File: src/rtl/crm_pkg.sv
`timescale 1ns / 1ps

package crm_pkg;

  localparam int NUM_REGS = 16;
  localparam int REG_IDX_W = (NUM_REGS > 1) ? $clog2(NUM_REGS) : 1;
  localparam int LAST_REG_W = 4;

  localparam int ID_W = 29;
  localparam int LEN_W = 4;
  localparam int IDX_W = 8;
  localparam int WORD_W = 32;
  localparam int HOLD_W = 8;
  localparam int AGE_W = 16;
  localparam int PERIOD_W = 16;
  localparam int CFG_IDX_W = 2;
  localparam int CFG_DATA_W = 29;

  localparam logic [IDX_W:0] IDX_LIMIT = (IDX_W + 1)'(NUM_REGS);
  localparam logic [LEN_W-1:0] FRAME_LEN_FULL = LEN_W'(8);
  localparam logic [AGE_W-1:0] AGE_MAX = '1;

  localparam logic [ID_W-1:0] ACCEPT_ID_RST = ID_W'(3);
  localparam logic [HOLD_W-1:0] LED_HOLD_RST = HOLD_W'(50);
  localparam logic [PERIOD_W-1:0] TELEM_PERIOD_RST = PERIOD_W'(10000);

  localparam logic [CFG_IDX_W-1:0] CFG_ACCEPT_ID = 2'd0;
  localparam logic [CFG_IDX_W-1:0] CFG_LED_HOLD = 2'd1;
  localparam logic [CFG_IDX_W-1:0] CFG_TELEM_PERIOD = 2'd2;

  typedef enum logic [1:0] {
    REQ_TICK  = 2'd0,
    REQ_FRAME = 2'd1,
    REQ_READ  = 2'd2,
    REQ_NONE  = 2'd3
  } req_type_t;

  typedef struct packed {
    logic [1:0]        req_type;
    logic [ID_W-1:0]   frame_id;
    logic [LEN_W-1:0]  frame_len;
    logic [IDX_W-1:0]  reg_index;
    logic [WORD_W-1:0] payload_word;
  } req_t;

  typedef struct packed {
    logic [ID_W-1:0]     accept_id;
    logic [HOLD_W-1:0]   led_hold;
    logic [PERIOD_W-1:0] telem_period;
  } cfg_t;

  typedef struct packed {
    logic                  led_lit;
    logic                  telem_due;
    logic [AGE_W-1:0]      data_age;
    logic [LAST_REG_W-1:0] last_reg;
    logic                  frame_accepted;
    logic [WORD_W-1:0]     read_data;
  } rsp_t;

endpackage

File: src/rtl/crm_cfg_regs.sv
`timescale 1ns / 1ps

module crm_cfg_regs (
  input  logic                           clk,
  input  logic                           rst,
  input  logic                           cfg_wr_en,
  input  logic [crm_pkg::CFG_IDX_W-1:0]  cfg_index,
  input  logic [crm_pkg::CFG_DATA_W-1:0] cfg_wdata,
  output crm_pkg::cfg_t                  cfg
);
  import crm_pkg::*;

  always_ff @(posedge clk) begin
    if (rst) begin
      cfg.accept_id <= ACCEPT_ID_RST;
      cfg.led_hold <= LED_HOLD_RST;
      cfg.telem_period <= TELEM_PERIOD_RST;
    end else if (cfg_wr_en) begin
      case (cfg_index)
        CFG_ACCEPT_ID:    cfg.accept_id <= cfg_wdata[ID_W-1:0];
        CFG_LED_HOLD:     cfg.led_hold <= cfg_wdata[HOLD_W-1:0];
        CFG_TELEM_PERIOD: cfg.telem_period <= cfg_wdata[PERIOD_W-1:0];
        default: ;
      endcase
    end
  end

endmodule

File: src/rtl/crm_core.sv
`timescale 1ns / 1ps

module crm_core (
  input  logic          clk,
  input  logic          rst,
  input  logic          go,
  input  crm_pkg::req_t req,
  input  crm_pkg::cfg_t cfg,
  output crm_pkg::rsp_t rsp
);
  import crm_pkg::*;

  logic [WORD_W-1:0]     mirror [NUM_REGS];
  logic [AGE_W-1:0]      age_count, age_count_next;
  logic [HOLD_W-1:0]     led_count, led_count_next;
  logic                  led_level, led_level_next;
  logic [PERIOD_W-1:0]   telem_ticks, telem_ticks_next;
  logic [LAST_REG_W-1:0] recent_reg, recent_reg_next;

  logic                 in_range;
  logic                 store;
  logic                 due;
  logic [REG_IDX_W-1:0] widx;
  req_type_t            rtype;

  assign rtype = req_type_t'(req.req_type);
  assign in_range = ({1'b0, req.reg_index} < IDX_LIMIT);
  assign widx = req.reg_index[REG_IDX_W-1:0];

  always_comb begin
    age_count_next = age_count;
    led_count_next = led_count;
    led_level_next = led_level;
    telem_ticks_next = telem_ticks;
    recent_reg_next = recent_reg;
    store = 1'b0;
    due = 1'b0;
    case (rtype)
      REQ_TICK: begin
        if (age_count != AGE_MAX) age_count_next = age_count + AGE_W'(1);
        if (telem_ticks < cfg.telem_period) begin
          telem_ticks_next = telem_ticks + PERIOD_W'(1);
        end else begin
          due = 1'b1;
          telem_ticks_next = '0;
        end
        if (led_count == '0) begin
          led_level_next = 1'b0;
        end else begin
          led_level_next = 1'b1;
          led_count_next = led_count - HOLD_W'(1);
        end
      end
      REQ_FRAME: begin
        led_count_next = cfg.led_hold;
        if (req.frame_id == cfg.accept_id && req.frame_len == FRAME_LEN_FULL && in_range) begin
          store = 1'b1;
          recent_reg_next = req.reg_index[LAST_REG_W-1:0];
          age_count_next = '0;
        end
      end
      default: ;
    endcase
  end

  always_comb begin
    rsp.led_lit = led_level_next;
    rsp.telem_due = due;
    rsp.data_age = age_count_next;
    rsp.last_reg = recent_reg_next;
    rsp.frame_accepted = store;
    rsp.read_data = (rtype == REQ_READ && in_range) ? mirror[widx] : '0;
  end

  always_ff @(posedge clk) begin
    if (rst) begin
      age_count <= '0;
      led_count <= '0;
      led_level <= 1'b0;
      telem_ticks <= '0;
      recent_reg <= '0;
    end else if (go) begin
      age_count <= age_count_next;
      led_count <= led_count_next;
      led_level <= led_level_next;
      telem_ticks <= telem_ticks_next;
      recent_reg <= recent_reg_next;
    end
  end

  always_ff @(posedge clk) begin
    if (rst) begin
      for (int i = 0; i < NUM_REGS; i++) mirror[i] <= '0;
    end else if (go && store) begin
      mirror[widx] <= req.payload_word;
    end
  end

endmodule

File: src/rtl/can_register_mirror_with_ages.sv
`timescale 1ns / 1ps

// CAN register mirror with data age, LED hold and telemetry pacing.
// Input channel (in_valid/in_ready) carries one request per transaction:
// a millisecond tick, a received CAN frame or a register read, chosen by
// req_type. Output channel (out_valid/out_ready) returns exactly one result
// per request, in order, showing the state after that request.
// Configuration is a plain write port (cfg_wr_en, cfg_index, cfg_wdata):
// index 0 accept_id, 1 led_hold, 2 telem_period; write only while idle.
// Each accepted request passes the input register, then its state update
// is written into the result register, from which its result is shown.
// Throughput: one request per cycle, sustained, as long as out_ready is high.
// When the receiver stalls, the result register holds and the input
// register fills; in_ready falls only when both are occupied.
// Reset (rst, synchronous, active high) clears the mirror words, all
// counters, the LED level and the remembered index, empties both stages
// and loads the register defaults (accept_id 3, led_hold 50,
// telem_period 10000).
module can_register_mirror_with_ages (
  input  logic                            clk,
  input  logic                            rst,
  input  logic                            in_valid,
  output logic                            in_ready,
  input  logic [1:0]                      req_type,
  input  logic [crm_pkg::ID_W-1:0]        frame_id,
  input  logic [crm_pkg::LEN_W-1:0]       frame_len,
  input  logic [crm_pkg::IDX_W-1:0]       reg_index,
  input  logic [crm_pkg::WORD_W-1:0]      payload_word,
  output logic                            out_valid,
  input  logic                            out_ready,
  output logic                            led_lit,
  output logic                            telem_due,
  output logic [crm_pkg::AGE_W-1:0]       data_age,
  output logic [crm_pkg::LAST_REG_W-1:0]  last_reg,
  output logic                            frame_accepted,
  output logic [crm_pkg::WORD_W-1:0]      read_data,
  input  logic                            cfg_wr_en,
  input  logic [crm_pkg::CFG_IDX_W-1:0]   cfg_index,
  input  logic [crm_pkg::CFG_DATA_W-1:0]  cfg_wdata
);
  import crm_pkg::*;

  cfg_t cfg;
  req_t s1_req;
  logic s1_valid;
  logic s1_go;
  rsp_t rsp;
  rsp_t out_rsp;

  assign s1_go = s1_valid && (!out_valid || out_ready);
  assign in_ready = !s1_valid || s1_go;

  crm_cfg_regs u_cfg (
    .clk       (clk),
    .rst       (rst),
    .cfg_wr_en (cfg_wr_en),
    .cfg_index (cfg_index),
    .cfg_wdata (cfg_wdata),
    .cfg       (cfg)
  );

  crm_core u_core (
    .clk (clk),
    .rst (rst),
    .go  (s1_go),
    .req (s1_req),
    .cfg (cfg),
    .rsp (rsp)
  );

  always_ff @(posedge clk) begin
    if (rst) begin
      s1_valid <= 1'b0;
    end else if (in_ready) begin
      s1_valid <= in_valid;
    end
  end

  // capture the transaction whenever the input stage can take it
  always_ff @(posedge clk) begin
    if (in_valid && in_ready) begin
      s1_req.req_type <= req_type;
      s1_req.frame_id <= frame_id;
      s1_req.frame_len <= frame_len;
      s1_req.reg_index <= reg_index;
      s1_req.payload_word <= payload_word;
    end
  end

  always_ff @(posedge clk) begin
    if (rst) begin
      out_valid <= 1'b0;
    end else if (s1_go) begin
      out_valid <= 1'b1;
    end else if (out_ready) begin
      out_valid <= 1'b0;
    end
  end

  always_ff @(posedge clk) begin
    if (s1_go) out_rsp <= rsp;
  end

  assign led_lit = out_rsp.led_lit;
  assign telem_due = out_rsp.telem_due;
  assign data_age = out_rsp.data_age;
  assign last_reg = out_rsp.last_reg;
  assign frame_accepted = out_rsp.frame_accepted;
  assign read_data = out_rsp.read_data;

endmodule
File: config.mk
export PLATFORM = sky130hd
export DESIGN_NAME = can_register_mirror_with_ages
export DESIGN_NICKNAME = d
export VERILOG_FILES = /design/src/rtl/crm_pkg.sv /design/src/rtl/crm_cfg_regs.sv /design/src/rtl/crm_core.sv /design/src/rtl/can_register_mirror_with_ages.sv
export SDC_FILE = /design/constraint.sdc
export NUM_CORES = 1
export LEC_CHECK = 0
export BUFFER_PORTS_ARGS = -buffer_cell sky130_fd_sc_hd__buf_4
export CORE_UTILIZATION = 60
export CTS_BUF_LIST = sky130_fd_sc_hd__clkbuf_4 sky130_fd_sc_hd__clkbuf_8 sky130_fd_sc_hd__clkbuf_16
export CTS_CLUSTER_DIAMETER = 30
export DETAILED_ROUTE_END_ITERATION = 8
export GPL_TIMING_DRIVEN = 0
export MAX_ROUTING_LAYER = met4
export PLACE_DENSITY = 0.78
export SLEW_MARGIN = 10
export SYNTH_ARGS = -nofsm -noshare
export SYNTH_HDL_FRONTEND = slang
export SYNTH_SLANG_ARGS = --single-unit
File: constraint.sdc
create_clock -name clk -period 16.3 [get_ports clk]
set_clock_uncertainty 0.05 [all_clocks]
set_input_delay 0.815 -clock clk [delete_from_list [all_inputs] [get_ports clk]]
set_output_delay 0.815 -clock clk [all_outputs]
set_load 0.005 [all_outputs]
==> qor.yml, run 1 <==
outcome:
  run_status: "completed"
job:
  cap_viol_max_count: 0
pwr:
  power_density_nw_per_um2: 128.8
  power.total_mw: 5.225
  p_leak_nw: 13.48
  vdd.ir_drop.worst_mv: 0.1418
clocking:
  post_cts.repair.setup_buffers: 0
  clock_tree.buffer_depth: 3
  worst_skew_pair.late_latency_ns: 0.72
  post_cts_resized: 0
  cts.htree.levels: 4
  cts.sinks: 742
  cts.reportedPaths.clkPinSlew_ns: 0.05
  clockRootBuffer: "clkbuf_16"
  cts_inserted_buffers: 135
  cts_tree: "done"
  ctsHoldBuffers: 0
sta:
  setup_violations: 0
  report.final.hold_viol_count: 0
  period_share: 0.2980
  timing.fmax_mhz: 205.9
  slew-limit-headroom: 0.09434
  post-route-min-period_ns: 4.857
  sum_neg_setup_slack_ns: 0
  final_max_slew_viol_count: 0
  worst-slew-pin-transition_ns: 1.358
  rsz_0062_raised_after_global_routing: "no"
worst_setup_path:
  cp_slowest_stage_delay_ns: 0.78
  worst-endpoint-required_ns: 16.66
  setup.worst_path.start_class: "flip-flop"
  timing.critical_path.slowest_stage_cell: "nor4_1"
  timing.critical_path.arrival_ns: 5.22
  worstSetupEndpointType: "flip-flop"
  category_of_the_most_critical_setup_path: "flip-flop to flip-flop"
  peak_fanout_along_the_critical_path: 17
  cp_cell_sequence: "nor4_2, nand4_1, nor4_1, clkbuf_1, nand4_1, clkbuf_1, nand2_2, buf_16"
die:
  floorplan.die_area_um2: 56440
  chipHeight_um: 237.6
  die_x_um: 237.6
  pin_count: 168
  fp-row-count: 85
  floorplan.initialDensity: 0.6127
  design.core.area_um2: 54350
logic_synthesis:
  synth_cells: 2312
  netlist_area_um2: 33300
  yosysWarningCount: 0
  postSynth.topFlopCell: "edfxtp_1"
  synth_enable_flop_cells: 642
  seq_cells_post_synth: 742
  avgSynthCellArea_um2: 14.40
  yosys.cell_types.count: 61
  number_of_nets_in_the_synthesized_netlist: 2442
  synth_seq_area_share: 0.6391
  async_flop_share: 0
cells_and_area:
  area_delta_synth_final_pct: 21.78
  largest_registers: "u_core.mirror: 512 flops, s1_req: 75 flops, u_cfg.cfg: 53 flops"
  number_of_nets_in_the_final_layout: 2763
  largest_reg_flops: 512
  registers.top_by_ff_count: "u_core.mirror"
  mostFrequentLayoutCell: "edfxtp_1"
  highest_count_cells_in_the_layout_ignoring_fill_and_taps: "642 x edfxtp_1, 239 x nor3_1, 200 x nor3_2, 168 x nand2_1, 166 x buf_4"
  fillCellCount: 3261
  layout-drive-gt1-share: 0.3038
global_routing:
  grt_max_degree: 68
  globalRouteOverflowTotal: 0
  grt_first_pass_wirelength_mm: 138.1
  gr-usage-all-layers: 0.3470
  via_count_of_the_first_global_routing_pass: 22424
  number_of_antenna_violations_at_the_first_check_in_global_routing: 4
route:
  1st_pass_router_iterations: 5
  routed_wirelength_mm: 93.92
  drcViolationCount: 0
  drt_wl_cell_um: 26.98
  detailroute.via_count: 22871
  drt.antenna.violating_nets: 0
  routed_via_density: 6.570
  dr.first_iter.drc_count: 3378
hold_path:
  timing.hold.worst.class: "primary input to flip-flop"
place:
  hpwlAfterDp_mm: 63.80
  gp_congestion: 0.9245
  io_buffers: 166
[layer usage]
metal / vias up / share of wire / global-route usage
met1: 11408 / 0.37 / 0.4618
li1: 9554 / - / -
met3: 255 / 0.13 / 0.1022
met2: 1654 / 0.47 / 0.5129
met5: - / 0 / -
met4: 0 / 0.033 / 0.1212
[cells by family (layout without fill, tap and decap cells)]
group	after synthesis	after routing	synth area share
AOI/OAI and AO/OA	193	193	0.03716
muxes	175	175	0.1129
and+or+nand+nor	883	883	0.1574
DFF	742	742	0.6391
xor gates and xnor gates	45	45	0.01184
buffers and inverters	255	682	0.03446
adders and majority gates	19	19	0.007140
other	0	3	0
[cells in the mapped netlist (all sizes together) (4+ instances only)]
| cell | count | share of area |
|---|---|---|
| nor2b | 39 | 0.0073 |
| a21oi | 69 | 0.010 |
| dfxtp | 100 | 0.060 |
| nor4 | 13 | 0.0024 |
| nand4 | 31 | 0.0058 |
| nand3b | 4 | 0.00090 |
| nor3 | 439 | 0.096 |
| ha | 19 | 0.0071 |
| a31o | 5 | 0.0013 |
| nor2 | 121 | 0.014 |
| a211oi | 20 | 0.0045 |
| nand2b | 5 | 0.00094 |
| or4 | 6 | 0.0015 |
| inv | 34 | 0.0038 |
| a41oi | 4 | 0.0011 |
| mux2i | 11 | 0.0033 |
| buf | 79 | 0.015 |
| xnor2 | 40 | 0.011 |
| xor2 | 5 | 0.0013 |
| edfxtp | 642 | 0.58 |
| mux4 | 160 | 0.11 |
| o21ai | 33 | 0.0050 |
| a311oi | 12 | 0.0032 |
| nand2 | 173 | 0.020 |
| nand3 | 28 | 0.0042 |
| clkbuf | 141 | 0.016 |
| and3 | 6 | 0.0011 |
| and2 | 7 | 0.0013 |
| o211ai | 8 | 0.0018 |
| mux2 | 4 | 0.0014 |
| a31oi | 13 | 0.0024 |
[worst max-delay path: cells and delay by family (launching register included)]
kind	cells	cell delay [ns]
AND/OR/NAND/NOR	5	2.90
buffers and inverters	3	1.21
flip-flops	1	0.37
[stage by stage]
stage,utilization,hold slack [ns],worst slack (ns),instances,instance area (um2)
3_3_place_gp,0.6526,0.3993,8.298,3217,35470
3_5_place_dp,0.6636,0.4003,11.58,3235,36060
4_1_cts,0.7460,0.1929,11.53,3478,40540
5_1_grt,0.7461,0.2028,11.18,3480,40550
6_report,0.7461,0.2268,11.44,3481,40550
2_1_floorplan,-,0.3860,11.21,2312,33300
[cell type report]
| class | count | area [um2] | area share |
|---|---|---|---|
| repair buffers | 184 | 1697 | 0.04184 |
| plain buffers | 220 | 1017 | 0.02509 |
| diodes | 3 | 7.507 | 0.0001851 |
| multi-input cells | 1315 | 11010 | 0.2716 |
| inverters | 35 | 131.4 | 0.003240 |
| well taps | 739 | 924.6 | 0.02280 |
| flip-flops and latches | 742 | 21280 | 0.5248 |
| clock buffers | 162 | 3687 | 0.09093 |
| clock inverters | 81 | 789.5 | 0.01947 |
[worst paths after layout]
path	startpoint	end	slack, ns	cells past startpoint
worst max-delay path	s1_req[39]	u_core.mirror[8][25]	11.44	8
worst min-delay path	reg_index[5]	s1_req[37]	0.23	1
worst max register to register	s1_req[39]	u_core.mirror[8][25]	11.44	8
worst min register to register	u_cfg.cfg[7]	u_cfg.cfg[7]	0.41	2
[where the power goes]
group / switching (mW) / internal (mW)
Clock: 0.944 / 1.81
Combinational: 0.199 / 0.120
Sequential: 0.0239 / 2.13
(Power assumes the default switching activity.)
==> run 2: changes to the inputs <==
- CORE_UTILIZATION: 60 -> 56
- PLACE_DENSITY: 0.78 -> 0.77
- clock period: 16.3 -> 4 ns (I/O delays scaled with it)
==> run 2 against run 1 <==
Against the previous run:
- via count increased by 4.8%
- clock power rose to 4.4 times the previous value
- largest power group unchanged
- combinational power increased to 4.6 times the previous value
- cell area is 4.9% higher
- cell count rose by 5.6%
- sequential power rose to 4.1 times the previous value
- core utilization fell by 2.4 points
- register-to-register slack lost 11 ns
- critical path type unchanged
- worst hold slack got worse by 0.10 ns
- sequential share of layout area is 2.4 points lower
- wire length rose by 7.2%
- highest routed layer unchanged
==> qor.yml, run 2 (synthesized netlist as in run 1, its figures left out) <==
hold_path:
  holdCritStartpoint: "frame_id[13]"
  timing.hold.worst.class: "primary input to flip-flop"
sta:
  rsz_0062_raised_after_global_routing: "no"
  final_max_slew_viol_count: 0  # unchanged
  period_share: 0.9807  # +0.6827
  post-route-min-period_ns: 3.923  # -0.9343 ns
  slew-limit-headroom: 0.2264  # +0.1321
  setup_violations: 0  # unchanged
  worst-slew-pin-transition_ns: 1.160  # -0.1981 ns
  report.final.hold_viol_count: 0  # unchanged
  timing.fmax_mhz: 254.9  # +24%
  final_critical_path_setup_slack_ns: 0.07706  # -11.37 ns
route:
  routed_via_density: 6.519  # -0.78%
  drt.antenna.violating_nets: 0  # unchanged
  1st_pass_router_iterations: 7  # +2
  dr.first_iter.drc_count: 3438  # +1.8%
  drcViolationCount: 0  # unchanged
  drt_wl_cell_um: 27.40  # +1.5%
  detailroute.via_count: 23965  # +4.8%
  routed_wirelength_mm: 100.7  # +7.2%
cells_and_area:
  highest_count_cells_in_the_layout_ignoring_fill_and_taps: "642 x edfxtp_1, 239 x nor3_1, 200 x nor3_2, 188 x buf_4, 168 x nand2_1"
  mostFrequentLayoutCell: "edfxtp_1"
  core_utilization_of_the_finished_layout: 0.7218  # -0.02435
  largest_reg_flops: 512  # unchanged
  largest_registers: "u_core.mirror: 512 flops, s1_req: 75 flops, u_cfg.cfg: 53 flops"
  registers.top_by_ff_count: "u_core.mirror"
  layout-drive-gt1-share: 0.3085  # +0.004702
  area_delta_synth_final_pct: 27.69
  finish.instance_area_um2: 42520  # +4.9%
  number_of_nets_in_the_final_layout: 2910  # +5.3%
clocking:
  clock_tree.buffer_depth: 3  # unchanged
  cts.htree.levels: 4  # unchanged
  clockRootBuffer: "clkbuf_16"
  cts_inserted_buffers: 139  # +3.0%
  cts_tree: "done"
  cts.reportedPaths.clkPinSlew_ns: 0.06  # about the same
  cts.sinks: 742  # unchanged
  worst_skew_pair.late_latency_ns: 0.75  # +0.03 ns
die:
  floorplan.die_area_um2: 60440  # +7.1%
  pin_count: 168  # unchanged
  design.core.area_um2: 58910  # +8.4%
  floorplan.initialDensity: 0.5652  # -0.04745
  die_x_um: 245.8  # +3.5%
  fp-row-count: 89  # +4.7%
  chipHeight_um: 245.8  # +3.5%
worst_setup_path:
  category_of_the_most_critical_setup_path: "flip-flop to flip-flop"
  setup.worst_path.start_class: "flip-flop"
  timing.critical_path.from: "s1_req[39]"
  rr_startpoint: "s1_req[39]"
  timing.critical_path.arrival_ns: 4.41  # -0.81 ns
  worstSetupEndpointType: "flip-flop"
  worst-endpoint-required_ns: 4.49  # -12.17 ns
  peak_fanout_along_the_critical_path: 10  # -7
pwr:
  power_density_nw_per_um2: 526.3  # +310%
  p_leak_nw: 14.33  # +6.3%
  vdd.ir_drop.worst_mv: 0.4305  # +200%
place:
  io_buffers: 166  # unchanged
  gp_congestion: 0.9219  # -0.28%
  place_ws_ns: -0.6296  # -12.21 ns
  hpwlAfterDp_mm: 63.97  # +0.27%
  placed_cell_area_um2: 36110  # +0.14%
global_routing:
  via_count_of_the_first_global_routing_pass: 23402  # +4.4%
  globalRouteOverflowTotal: 0  # unchanged
  gr-usage-all-layers: 0.3452  # -0.001848
  grt_first_pass_wirelength_mm: 146.7  # +6.2%
  grt_max_degree: 52  # -24%
  number_of_antenna_violations_at_the_first_check_in_global_routing: 7  # +3
job:
  cap_viol_max_count: 0  # unchanged
outcome:
  run_status: "completed"
-- run 2: cell types whose count changed in the layout (fill, tap and decap cells not counted), moves of 5 or more --
| cell | change |
|---|---|
| dlygate4sd3_1 | +114 |
| buf_4 | +22 |
| clkinv_1 | -13 |
| clkinv_4 | +12 |
| buf_12 | +7 |
| bufinv_16 | +7 |
| clkbuf_4 | -7 |
| clkbuf_1 | -6 |
| clkbuf_2 | +6 |
| clkinv_8 | +5 |
| clkinvlp_4 | +5 |
| diode_2 | +5 |
-- run 2: critical path, stage by stage, from the launching register on --
cell      delay, ns
edfxtp_1       0.43
nor4_4         0.59
nand4_1        0.17
or4_4          0.54
or4_1          0.53
clkbuf_1       0.24
buf_2          0.34
clkbuf_1       0.41
nor3_1         0.39
-- run 2: path summary, 6_finish.rpt --
check,to,slack [ns],depth (start not counted)
worst min-delay path,s1_req[57],0.13,2
worst min register to register,u_cfg.cfg[15],0.41,2
worst max register to register,u_core.mirror[0][28],0.08,8
worst max-delay path,u_core.mirror[0][28],0.08,8
-- run 2: per-layer routing --
| layer | track usage | up-vias | part of all wire |
|---|---|---|---|
| met4 | 0.1335 | 0 | 0.038 |
| met3 | 0.1121 | 313 | 0.13 |
| met1 | 0.4407 | 11962 | 0.36 |
| met5 | - | - | 0 |
| li1 | - | 9885 | - |
| met2 | 0.5141 | 1805 | 0.47 |
-- run 2: through the flow --
step | hold WS, ns | std cells | setup TNS, ns | power (mW)
finish | 0.1267 | 3676 | 0 | 22.38
global route | 0.1173 | 3675 | 0 | 22.81
CTS | 0.1119 | 3659 | 0 | 22.27
detailed placement | 0.3293 | 3269 | -150.74 | 10.17
global placement | 0.3287 | 3251 | -949.64 | 10.08
floorplan | 0.2489 | 2312 | -45.16 | 9.601
-- run 2: final cells by class --
class                           count  area [um2]
Sequential cell                   742       21280
Fill cell                        3466       16390
Multi-Input combinational cell   1315       11040
Clock buffer                      157        3685
Timing Repair Buffer              328        3171
Clock inverter                     99        1200
Buffer                            219        1026
Tap cell                          773       967.2
Inverter                           35       131.4
Antenna cell                        8       20.02
-- run 2: timing repair --
item / CTS / global route
setup buffers: 21 / 9
cloned: 0 / 0
endpoints found under the hold margin: 130 / 0
pin swaps: 12 / 4
setup endpoints to repair: 482 / 137
resized for setup: 3 / 8
hold buffers: 114 / 0
-- run 2: power by group --
part	total, mW	leakage, nW	switching (mW)	internal [mW]
sequential	8.77	7.41	0.106	8.66
combinational	1.47	4.52	0.875	0.592
clock	12.1	2.39	4.17	7.97
==> run 3: changes to the inputs <==
- CORE_UTILIZATION: 56 -> 35
- PLACE_DENSITY: 0.77 -> 0.61
- TNS_END_PERCENT: unset -> 20
==> run 3 against run 2 <==
Against the previous run:
- wire length about the same
- non-clock buffer count down 13
- combinational power down 3%
- via count down 5.5%
- largest power group unchanged
- critical path depth up 1
- sequential power about the same
- clock power up 4%
- largest cell class unchanged
- core utilization down 26 points
- fmax down 0.15%
- sequential cell count unchanged
==> qor.yml, run 3 (synthesized netlist as in run 1, its figures left out) <==
worst_setup_path:
  timing.critical_path.slowest_stage_cell: "clkbuf_1"
  setup.worst_path.start_class: "flip-flop"
  r2r_cells: 9  # +1
  category_of_the_most_critical_setup_path: "flip-flop to flip-flop"
  rr_startpoint: "s1_req[32]"
  worstSetupEndpointType: "flip-flop"
  worst-endpoint-required_ns: 4.41  # -0.08 ns
  cp_slowest_stage_delay_ns: 0.67  # +0.08 ns
  timing.critical_path.arrival_ns: 4.34  # -0.07 ns
  cp_cell_sequence: "clkbuf_1, clkbuf_2, nor2_1, nand2_1, inv_1, nand4_1, clkbuf_1, nand2_2, buf_16"
  worstReg2RegEnd: "u_core.mirror[4][24]"
  critical_path.most_common_cell: "clkbuf_1"
  peak_fanout_along_the_critical_path: 21  # +11
  r2r_setup_slk_ns: 0.07  # about the same
  timing.critical_path.from: "s1_req[32]"
pwr:
  swShare: 0.2277  # -0.002294
  p_switching_mw: 5.189  # +0.83%
  p_leak_nw: 14.36  # +0.23%
  clock_power_share: 0.553  # +0.011
  internal_power_mw: 17.60  # +2.1%
  power.total_mw: 22.79  # +1.8%
  vdd.ir_drop.worst_mv: 0.3439  # -20%
  power_density_nw_per_um2: 527.0  # +0.14%
  share_seq_of_total_power: 0.385  # -0.007
  share_comb_of_total_power: 0.063  # -0.003
cells_and_area:
  highest_count_cells_in_the_layout_ignoring_fill_and_taps: "642 x edfxtp_1, 239 x nor3_1, 200 x nor3_2, 176 x buf_4, 167 x nand2_1"
  mostFrequentLayoutCell: "edfxtp_1"
  largest_registers: "u_core.mirror: 512 flops, s1_req: 75 flops, u_cfg.cfg: 53 flops"
  fillCellCount: 8064  # +130%
  multi_input_comb_area_um2: 11040  # about the same
  layout.area.seq_um2: 21280  # unchanged
  layout-drive-gt1-share: 0.3104  # +0.001942
  largest_reg_flops: 512  # unchanged
  number_of_nets_in_the_final_layout: 2902  # -0.27%
  registers.top_by_ff_count: "u_core.mirror"
  area_delta_synth_final_pct: 29.86
place:
  io_buffers: 166  # unchanged
  hpwlAfterDp_mm: 70.14  # +9.6%
  gp_congestion: 0.9139  # -0.87%
  place_ws_ns: -0.5574  # +0.07217 ns
route:
  1st_pass_router_iterations: 6  # -1
  detailroute.via_count: 22635  # -5.5%
  drt.antenna.violating_nets: 0  # unchanged
  routed_via_density: 5.456  # -16%
  drt_wl_cell_um: 24.27  # -11%
  routed_wirelength_mm: 100.7  # about the same
  dr.first_iter.drc_count: 2109  # -39%
  drcViolationCount: 0  # unchanged
global_routing:
  grt_first_pass_wirelength_mm: 146.9  # +0.12%
  via_count_of_the_first_global_routing_pass: 22960  # -1.9%
  number_of_antenna_violations_at_the_first_check_in_global_routing: 2  # -5
  grt_max_degree: 54  # +3.8%
  gr-usage-all-layers: 0.2153  # -0.1299
  globalRouteOverflowTotal: 0  # unchanged
clocking:
  clockRootBuffer: "clkbuf_16"
  cts_inserted_buffers: 144  # +3.6%
  cts.htree.levels: 4  # unchanged
  clock_tree.buffer_depth: 3  # unchanged
  cts.sinks: 742  # unchanged
  worst_skew_pair.late_latency_ns: 0.72  # -0.03 ns
  cts_tree: "done"
  cts.reportedPaths.clkPinSlew_ns: 0.05  # about the same
hold_path:
  timing.hold.worst_path_depth: 5  # +3
  holdCritStartpoint: "cfg_wr_en"
  timing.hold.worst.class: "primary input to flip-flop"
  whs_endpoint: "u_cfg.cfg[11]"
sta:
  report.final.hold_viol_count: 0  # unchanged
  timing.fmax_mhz: 254.5  # -0.15%
  final_max_slew_viol_count: 0  # unchanged
  setup_violations: 0  # unchanged
  post-route-min-period_ns: 3.929  # +0.005751 ns
  final_critical_path_setup_slack_ns: 0.07131  # -0.005751 ns
  period_share: 0.9822  # +0.001438
  worst-slew-pin-transition_ns: 1.310  # +0.1494 ns
  slew-limit-headroom: 0.1268  # -0.09958
  rsz_0062_raised_after_global_routing: "yes"
die:
  floorplan.initialDensity: 0.3552  # -0.2101
  design.core.area_um2: 93750  # +59%
  pin_count: 168  # unchanged
  chipHeight_um: 310.4  # +26%
  fp-row-count: 112  # +26%
  die_x_um: 310.4  # +26%
  floorplan.die_area_um2: 96370  # +59%
job:
  cap_viol_max_count: 0  # unchanged
outcome:
  run_status: "completed"
==> run 3: worst max-delay path by stage <==
stage,endpoint
final,u_core.mirror[4][24]
after floorplan,u_core.mirror[13][0]
after global placement,u_core.mirror[7][24]
after CTS,u_core.mirror[6][27]
after global routing,u_core.mirror[4][24]
after detailed placement,u_core.mirror[0][21]
==> run 3: routing by layer <==
metal / track usage / routed length, um
met1: 0.2751 / 40240
met2: 0.3390 / 48910
met3: 0.03746 / 8152
met4: 0.08856 / 3402
met5: - / 0
==> run 3: metrics by stage <==
step           setup TNS (ns)  std cells  utilization  hold WS, ns  instance area, um2
4_1_cts             -0.005614       4143       0.4607      0.04858               43200
6_report                    0       4149       0.4612       0.1071               43240
2_1_floorplan          -54.82       2312            -       0.2489               33300
3_5_place_dp          -103.61       3751       0.3917       0.3295               36730
3_3_place_gp         -1417.28       3732       0.3852       0.3292               36110
5_1_grt               -0.4253       4147       0.4612       0.1197               43240
==> run 3: area by class of cell <==
cell class              count  area share
diodes                      2   0.0001157
repair buffers            315     0.07078
multi-input cells        1315      0.2554
inverters                  35    0.003038
clock buffers             165     0.09011
plain buffers             219     0.02358
clock inverters           102     0.02856
well taps                1254     0.03629
flip-flops and latches    742      0.4921
==> run 3: power groups by stage <==
stage	Clock (mW)	Combinational, mW	Sequential [mW]
after global placement	0	1.22	8.92
after global routing	13.0	1.50	8.78
after detailed placement	0	1.30	8.91
final	12.6	1.43	8.76
after CTS	12.7	1.42	8.76
after floorplan	0	0.724	8.88
==> run 3: timing repair <==
| action | in CTS | in global routing |
|---|---|---|
| hold buffers | 114 | 0 |
| buffers inserted | 12 | 4 |
| endpoints found under the hold margin | 130 | 0 |
| endpoints found under the setup margin | 342 | 107 |
| pin swaps | 9 | 3 |
| gates resized for setup | 7 | 3 |
==> run 3: critical path: cells and delay by family (launching register included) <==
family	cells	cell delay, ns
buf+inv	5	2.07
simple gates	4	1.12
flops	1	0.40
